$ cat src/rtl/rgbnc_pkg.sv
`default_nettype none

package rgbnc_pkg;

	// field widths
	localparam int RAW_W   = 16;
	localparam int CHAN_W  = 8;
	localparam int SUM_W   = RAW_W + 2;
	localparam int DIST_W  = 10;
	localparam int IDX_W   = 6;
	localparam int CONF_W  = 7;

	// palette
	localparam int PALETTE_SIZE    = 33;
	localparam int PAL_ROM_ENTRIES = 33;
	localparam int SCAN_LEN = (PALETTE_SIZE < PAL_ROM_ENTRIES) ? PALETTE_SIZE
		: PAL_ROM_ENTRIES;

	// divider: one quotient bit per step
	localparam int DIV_STEPS = CHAN_W;
	localparam int DIV_CNT_W = $clog2(DIV_STEPS);

	localparam logic [CONF_W-1:0] CONF_MAX  = 7'd100;
	localparam logic [DIST_W-1:0] DIST_INIT = '1;

	typedef struct packed {
		logic [RAW_W-1:0] red_raw;
		logic [RAW_W-1:0] green_raw;
		logic [RAW_W-1:0] blue_raw;
	} rgbnc_in_t;

	typedef struct packed {
		logic [CHAN_W-1:0] red_corrected;
		logic [CHAN_W-1:0] green_corrected;
		logic [CHAN_W-1:0] blue_corrected;
		logic [IDX_W-1:0]  palette_index;
		logic [CONF_W-1:0] match_confidence;
		logic              zero_sum;
	} rgbnc_out_t;

	typedef enum logic [2:0] {
		ST_IDLE,
		ST_DIV,
		ST_GAMMA,
		ST_SCAN,
		ST_DONE
	} rgbnc_state_t;

	typedef struct packed {
		logic             load;
		logic             div_step;
		logic             gamma_load;
		logic             scan;
		logic [IDX_W-1:0] idx;
	} rgbnc_cmd_t;

	// palette rom, r in [23:16], g in [15:8], b in [7:0]
	localparam logic [3*CHAN_W-1:0] PALETTE [PAL_ROM_ENTRIES] = '{
		24'hFF0000, 24'h00FF00, 24'h0000FF, 24'hFFFF00,
		24'h00FFFF, 24'hFF00FF, 24'hFFFFFF, 24'h000000,
		24'hFFA500, 24'hFFC0CB, 24'h800080, 24'h8B4513,
		24'h808080, 24'hADD8E6, 24'h006400, 24'hF5F5DC,
		24'h808000, 24'h008080, 24'h000080, 24'h800000,
		24'h8B0000, 24'h00008B, 24'h008B8B, 24'h8B008B,
		24'h8B8B00, 24'hFF8C00, 24'hE75480, 24'h5C3317,
		24'h404040, 24'h301934, 24'h004D4D, 24'h000033,
		24'h4D0000
	};

	typedef logic [CHAN_W-1:0] gamma_lut_t [256];

	// gamma 0.9: largest y with y^10 <= 255 * n^9, built at elaboration
	function automatic gamma_lut_t build_gamma();
		gamma_lut_t  lut;
		logic [95:0] rhs;
		logic [95:0] lhs;
		int          lo;
		int          hi;
		int          mid;
		for (int n = 0; n < 256; n++) begin
			rhs = 96'd255;
			for (int k = 0; k < 9; k++) begin
				rhs = rhs * 96'(n);
			end
			lo = 0;
			hi = 255;
			for (int s = 0; s < 9; s++) begin
				if (lo < hi) begin
					mid = (lo + hi + 1) >> 1;
					lhs = 96'd1;
					for (int k = 0; k < 10; k++) begin
						lhs = lhs * 96'(mid);
					end
					if (lhs <= rhs) begin
						lo = mid;
					end else begin
						hi = mid - 1;
					end
				end
			end
			lut[n] = 8'(lo);
		end
		return lut;
	endfunction

	localparam gamma_lut_t GAMMA_LUT = build_gamma();

endpackage

`default_nettype wire

$ cat src/rtl/rgbnc_ctrl.sv
`default_nettype none

module rgbnc_ctrl (
	input  logic                   clk,
	input  logic                   arst_n,
	input  logic                   start,
	output logic                   busy,
	output logic                   done,
	output rgbnc_pkg::rgbnc_cmd_t  cmd
);
	import rgbnc_pkg::*;

	rgbnc_state_t         state_q;
	rgbnc_state_t         state_d;
	logic [DIV_CNT_W-1:0] div_cnt_q;
	logic [IDX_W-1:0]     idx_q;
	logic                 div_last;
	logic                 scan_last;

	assign div_last  = (div_cnt_q == DIV_CNT_W'(DIV_STEPS - 1));
	assign scan_last = (idx_q == IDX_W'(SCAN_LEN - 1));

	always_ff @(posedge clk or negedge arst_n) begin
		if (!arst_n) begin
			state_q   <= ST_IDLE;
			div_cnt_q <= '0;
			idx_q     <= '0;
		end else begin
			state_q <= state_d;
			if (state_q == ST_DIV) begin
				div_cnt_q <= div_cnt_q + 1'b1;
			end else begin
				div_cnt_q <= '0;
			end
			if (state_q == ST_SCAN) begin
				idx_q <= idx_q + 1'b1;
			end else begin
				idx_q <= '0;
			end
		end
	end

	// next state
	always_comb begin
		state_d = state_q;
		unique case (state_q)
			ST_IDLE:  if (start) state_d = ST_DIV;
			ST_DIV:   if (div_last) state_d = ST_GAMMA;
			ST_GAMMA: state_d = ST_SCAN;
			ST_SCAN:  if (scan_last) state_d = ST_DONE;
			ST_DONE:  state_d = ST_IDLE;
			default:  state_d = ST_IDLE;
		endcase
	end

	// outputs
	always_comb begin
		cmd      = '0;
		cmd.idx  = idx_q;
		busy     = 1'b1;
		done     = 1'b0;
		unique case (state_q)
			ST_IDLE: begin
				busy     = 1'b0;
				cmd.load = start;
			end
			ST_DIV:   cmd.div_step   = 1'b1;
			ST_GAMMA: cmd.gamma_load = 1'b1;
			ST_SCAN:  cmd.scan       = 1'b1;
			ST_DONE:  done           = 1'b1;
			default:  busy           = 1'b1;
		endcase
	end

	a_accept_starts_div: assert property (@(posedge clk) disable iff (!arst_n)
		(start && !busy) |=> (state_q == ST_DIV && div_cnt_q == '0))
		else $error("accepted item did not start the divider");

	a_done_single: assert property (@(posedge clk) disable iff (!arst_n)
		done |=> (!done && !busy))
		else $error("done strobe longer than one cycle");

	a_scan_in_range: assert property (@(posedge clk) disable iff (!arst_n)
		cmd.scan |-> (cmd.idx < IDX_W'(SCAN_LEN)))
		else $error("palette index out of range");

	a_gamma_after_div: assert property (@(posedge clk) disable iff (!arst_n)
		cmd.gamma_load |-> $past(cmd.div_step))
		else $error("gamma load without finished division");

endmodule

`default_nettype wire

$ cat src/rtl/rgbnc_dpath.sv
`default_nettype none

module rgbnc_dpath (
	input  logic                   clk,
	input  rgbnc_pkg::rgbnc_in_t   sample,
	input  rgbnc_pkg::rgbnc_cmd_t  cmd,
	output rgbnc_pkg::rgbnc_out_t  result
);
	import rgbnc_pkg::*;

	logic [RAW_W-1:0]    raw      [3];
	logic [RAW_W+7:0]    dividend [3];
	logic [SUM_W:0]      trial    [3];
	logic                ge       [3];
	logic [SUM_W-1:0]    rem_q    [3];
	logic [CHAN_W-1:0]   dlo_q    [3];
	logic [CHAN_W-1:0]   quo_q    [3];
	logic [CHAN_W-1:0]   col_q    [3];
	logic [SUM_W-1:0]    sum_q;
	logic                zero_q;
	logic [DIST_W-1:0]   best_d_q;
	logic [IDX_W-1:0]    best_i_q;
	logic [3*CHAN_W-1:0] pal;
	logic [DIST_W-1:0]   pal_dist;
	logic [CONF_W-1:0]   conf;

	function automatic logic [CHAN_W-1:0] absdiff(input logic [CHAN_W-1:0] a,
		input logic [CHAN_W-1:0] b);
		return (a > b) ? a - b : b - a;
	endfunction

	assign raw[0] = sample.red_raw;
	assign raw[1] = sample.green_raw;
	assign raw[2] = sample.blue_raw;

	// restoring division of 255*raw by sum, three lanes side by side
	always_comb begin
		for (int c = 0; c < 3; c++) begin
			dividend[c] = {raw[c], 8'd0} - {8'd0, raw[c]};
			trial[c]    = {rem_q[c], dlo_q[c][CHAN_W-1]};
			ge[c]       = (trial[c] >= {1'b0, sum_q});
		end
	end

	assign pal      = PALETTE[cmd.idx];
	assign pal_dist = DIST_W'(absdiff(col_q[0], pal[23:16]))
		+ DIST_W'(absdiff(col_q[1], pal[15:8]))
		+ DIST_W'(absdiff(col_q[2], pal[7:0]));

	always_ff @(posedge clk) begin
		if (cmd.load) begin
			sum_q  <= SUM_W'(sample.red_raw) + SUM_W'(sample.green_raw)
				+ SUM_W'(sample.blue_raw);
			zero_q <= (sample.red_raw == '0) && (sample.green_raw == '0)
				&& (sample.blue_raw == '0);
		end
		for (int c = 0; c < 3; c++) begin
			if (cmd.load) begin
				rem_q[c] <= SUM_W'(dividend[c][RAW_W+7:8]);
				dlo_q[c] <= dividend[c][7:0];
				quo_q[c] <= '0;
			end else if (cmd.div_step) begin
				rem_q[c] <= ge[c] ? SUM_W'(trial[c] - {1'b0, sum_q})
					: trial[c][SUM_W-1:0];
				dlo_q[c] <= {dlo_q[c][CHAN_W-2:0], 1'b0};
				quo_q[c] <= {quo_q[c][CHAN_W-2:0], ge[c]};
			end
			if (cmd.gamma_load) begin
				col_q[c] <= zero_q ? GAMMA_LUT[0] : GAMMA_LUT[quo_q[c]];
			end
		end
		if (cmd.gamma_load) begin
			best_d_q <= DIST_INIT;
			best_i_q <= '0;
		end else if (cmd.scan && (pal_dist < best_d_q)) begin
			best_d_q <= pal_dist;
			best_i_q <= cmd.idx;
		end
	end

	assign conf = (best_d_q < DIST_W'(CONF_MAX)) ? CONF_MAX - best_d_q[CONF_W-1:0] : '0;

	assign result.red_corrected    = col_q[0];
	assign result.green_corrected  = col_q[1];
	assign result.blue_corrected   = col_q[2];
	assign result.palette_index    = best_i_q;
	assign result.match_confidence = conf;
	assign result.zero_sum         = zero_q;

endmodule

`default_nettype wire

$ cat src/rtl/rgb_nearest_color_classifier_unit.sv
// result strobe (done) comes after the divide, gamma and scan states, for one cycle
// a new item is taken only once the last one is done; busy is high from acceptance through the done cycle
// time is set by the 8-step restoring divider and the 33-entry palette scan, one entry a cycle
// reset: arst_n low clears the controller to idle, busy and done low; data regs are not reset
// the receiver cannot stall: each result is valid only in its done cycle
`default_nettype none

module rgb_nearest_color_classifier_unit (
	input  logic                   clk,
	input  logic                   arst_n,
	input  logic                   start,
	output logic                   busy,
	input  rgbnc_pkg::rgbnc_in_t   sample,
	output logic                   done,
	output rgbnc_pkg::rgbnc_out_t  result
);
	import rgbnc_pkg::*;

	// command bundle from the sequencer to the datapath
	rgbnc_cmd_t cmd;

	// sequencer: idle -> divide -> gamma -> palette scan -> done
	rgbnc_ctrl u_ctrl (
		.clk    (clk),
		.arst_n (arst_n),
		.start  (start),
		.busy   (busy),
		.done   (done),
		.cmd    (cmd)
	);

	// datapath: three divider lanes, gamma table, distance unit and best-match regs
	// the item is sampled on the accepting edge, so sample may change afterwards
	rgbnc_dpath u_dpath (
		.clk    (clk),
		.sample (sample),
		.cmd    (cmd),
		.result (result)
	);

endmodule

`default_nettype wire

$ cat config.mk
export PLATFORM = sky130hd
export DESIGN_NAME = rgb_nearest_color_classifier_unit
export DESIGN_NICKNAME = d
export VERILOG_FILES = /design/src/rtl/rgbnc_pkg.sv /design/src/rtl/rgbnc_ctrl.sv /design/src/rtl/rgbnc_dpath.sv /design/src/rtl/rgb_nearest_color_classifier_unit.sv
export SDC_FILE = /design/constraint.sdc
export NUM_CORES = 1
export LEC_CHECK = 0
export BUFFER_PORTS_ARGS = -buffer_cell sky130_fd_sc_hd__buf_2
export CORE_MARGIN = 2
export CORE_UTILIZATION = 50
export DETAILED_ROUTE_END_ITERATION = 10
export PLACE_DENSITY = 0.67
export SYNTH_ARGS = -nofsm -noshare
export SYNTH_HDL_FRONTEND = slang
export SYNTH_SLANG_ARGS = --single-unit
$ cat constraint.sdc
create_clock -name clk -period 12.45 [get_ports clk]
set_input_delay 2.49 -clock clk [delete_from_list [all_inputs] [get_ports clk]]
set_output_delay 2.49 -clock clk [all_outputs]
set_load 0.01 [all_outputs]
==> metrics.cfg <==
[outcome]
status=finished, final reports clean

[floorplanning]
fp.dieW_um=208
die-area_um2=43200
rows=74
die_h_um=208
core_area_um2=40900
start_util=0.508
ios=91

[clock_tree]
hold_buffers=0
cts_tree=yes
postCtsSetupRepairBufs=0
clockBufferDepth=2
clockRootBuffer=clkbuf_16
path_clk_slew_ps=70
cts_max_level=4
cts_resized=0
cts_num_sinks=173
clk_latency_ps=500
cts_buffers=17

[cells_and_area]
synthToLayoutAreaGrowth_pct=6.27
drive_above_1_share=0.0765
fin_nets=2884
layout_common_cells=nor2_1, a21oi_1, ha_1
design_area_um2=22100
layout.cells.most_common=nor2_1

[timing]
setup_viol=0
fmax_ghz=0.116
drv_slew=0
period_minus_slack_ps=8610
finalSetupTns_ps=0
tightest_slew_ps=1110
rsz0062_at_grt=no
relSlewSlack=0.243
period_share=0.692
finalClockSkew_ps=18.6
finalHoldViolCount=0

[worst_setup_path]
crit_slowest_cell=dfrtp_1
cp-end-kind=flip-flop
crit_arrival_ps=8990
cp_top_family=compound AO/OA/AOI/OAI gates
required_ps=12820
path_max_fanout=15
cp-start-kind=flip-flop
worst_path_largest_cell_delay_ps=570
crit_buf_inv=4
path_class=reg -> reg

[synth]
synthArstFlopShare=0.0694
syn_area_per_cell_um2=8.06
synth_cell_types=88
synth_nets=2890
yosys_most_used_dff=edfxtp_1
synth_edf_count=144
synth_area_um2=20800
synth_seq_cells=173
synthCells=2580
yosys_warnings=0
ys_seq_area_frac=0.239

[global_routing]
grt_util_met3=0.0411
grt_pass1_vias=17800
antenna_found_initial=1
grt_pass1_wl_um=92200
grtUsageTotal=0.261
met2_usage=0.426
overflow=0
grt.busiest_layer=met2
use_met1=0.337
grt_max_degree=93

[place]
port_buffers=90
dp_hpwl_um=42900
place_area_um2=21500
routabilityCongestion=0.929

[routing]
drtIter0Drc=1356
firstDrtPassIters=5
num_vias=18900
viasPerCell=6.07
drcViolationCount=0
drt_wl_total_um=56700
ant_nets=0
wl_per_cell_um=18.2

[worst_hold_path]
holdCritPathClass=reg -> reg

[job]
cap_violations=0

==> area by class of cell <==
| cell class | instances | area [µm²] |
|---|---|---|
| fill | 3906 | 18800 |
| antenna | 1 | 2.50 |
| sequential | 173 | 4960 |
| multi-input combinational | 2084 | 14600 |
| timing repair buffer | 110 | 601 |
| inverter | 188 | 706 |
| clock inverter | 14 | 126 |
| clock buffer | 18 | 429 |
| tap | 532 | 666 |
==> worst paths after layout <==
path / cells after the start / slack, ps / start / end
setup / recovery: 35 / 3840 / u_ctrl.idx_q[0] / u_dpath.best_i_q[4]
hold / removal: 1 / 430 / u_ctrl.div_cnt_q[0] / u_ctrl.div_cnt_q[0]
setup reg to reg: 35 / 3840 / u_ctrl.idx_q[0] / u_dpath.best_i_q[4]
hold reg to reg: 1 / 430 / u_ctrl.div_cnt_q[0] / u_ctrl.div_cnt_q[0]
max in group asynchronous: 1 / 10370 / arst_n / u_ctrl.div_cnt_q[0]
min in group asynchronous: 1 / 1860 / arst_n / u_ctrl.idx_q[1]
==> cell families (layout without fill, tap and decap cells) <==
group                      count (synthesis)  count (layout)  share of synthesized area
xor gates and xnor gates                 171             171                     0.0720
adders and majority gates                259             259                      0.161
AOI/OAI and AO/OA                        793             793                      0.244
buffers and inverters                    323             330                     0.0605
and+or+nand+nor                          756             756                      0.165
other                                      0               1                          0
DFF                                      173             173                      0.239
muxes                                    105             105                     0.0585
==> through the flow <==
stage / hold WS [ps] / instances / utilization / setup WS, ps
after floorplan: 410 / 2580 / - / 2150
after global placement: 428 / 3087 / 0.526 / 4160
after detailed placement: 428 / 3087 / 0.526 / 4010
after CTS: 438 / 3119 / 0.540 / 3940
after global routing: 446 / 3120 / 0.540 / 3070
final: 432 / 3120 / 0.540 / 3840
==> worst reg2reg max path, delay by kind of cell, from the launching register on <==
| kind | cells | cell delay (ps) |
|---|---|---|
| compound gates | 13 | 3150 |
| fa+ha+maj | 6 | 1770 |
| simple gates | 8 | 1160 |
| buf+inv | 4 | 950 |
| mux | 2 | 600 |
| flops | 1 | 570 |
| xor+xnor | 2 | 320 |
==> sequential cells by signal, summed over array words and instances (netlist names), 6 cells and up <==
register,count
u_dpath.best_i_q,6
u_dpath.sum_q,18
u_ctrl.idx_q,6
u_dpath.quo_q,24
u_dpath.best_d_q,10
u_dpath.rem_q,54
u_dpath.col_q,24
u_dpath.dlo_q,24
==> cells in the mapped netlist (all sizes together), types with 15 or more instances <==
library cell / number / share of area
o21bai: 24 / 0.0087
or3: 23 / 0.0069
nand4: 16 / 0.0048
a21o: 60 / 0.022
inv: 182 / 0.033
ha: 245 / 0.15
edfxtp: 144 / 0.21
o21ai: 160 / 0.039
o21a: 15 / 0.0054
a31oi: 36 / 0.012
nor2: 249 / 0.045
clkbuf: 91 / 0.016
dfxtp: 17 / 0.016
nand3: 65 / 0.016
nor3: 76 / 0.019
a211oi: 55 / 0.020
o211ai: 46 / 0.017
xnor2: 123 / 0.052
nor2b: 25 / 0.0075
nand2b: 23 / 0.0069
a21boi: 15 / 0.0054
a21oi: 249 / 0.060
xor2: 48 / 0.020
mux2i: 80 / 0.039
o22ai: 19 / 0.0057
nand2: 222 / 0.040
buf: 44 / 0.010
==> metal layers <==
layer  routed length (µm)  vias up
met4                 2400        0
met5                    0        -
met1                25200     8866
li1                     -     9375
met2                26300      579
met3                 2810      115
Power is not shown: default switching activity piles up to over one toggle a cycle in this logic, so the estimate is an artifact.
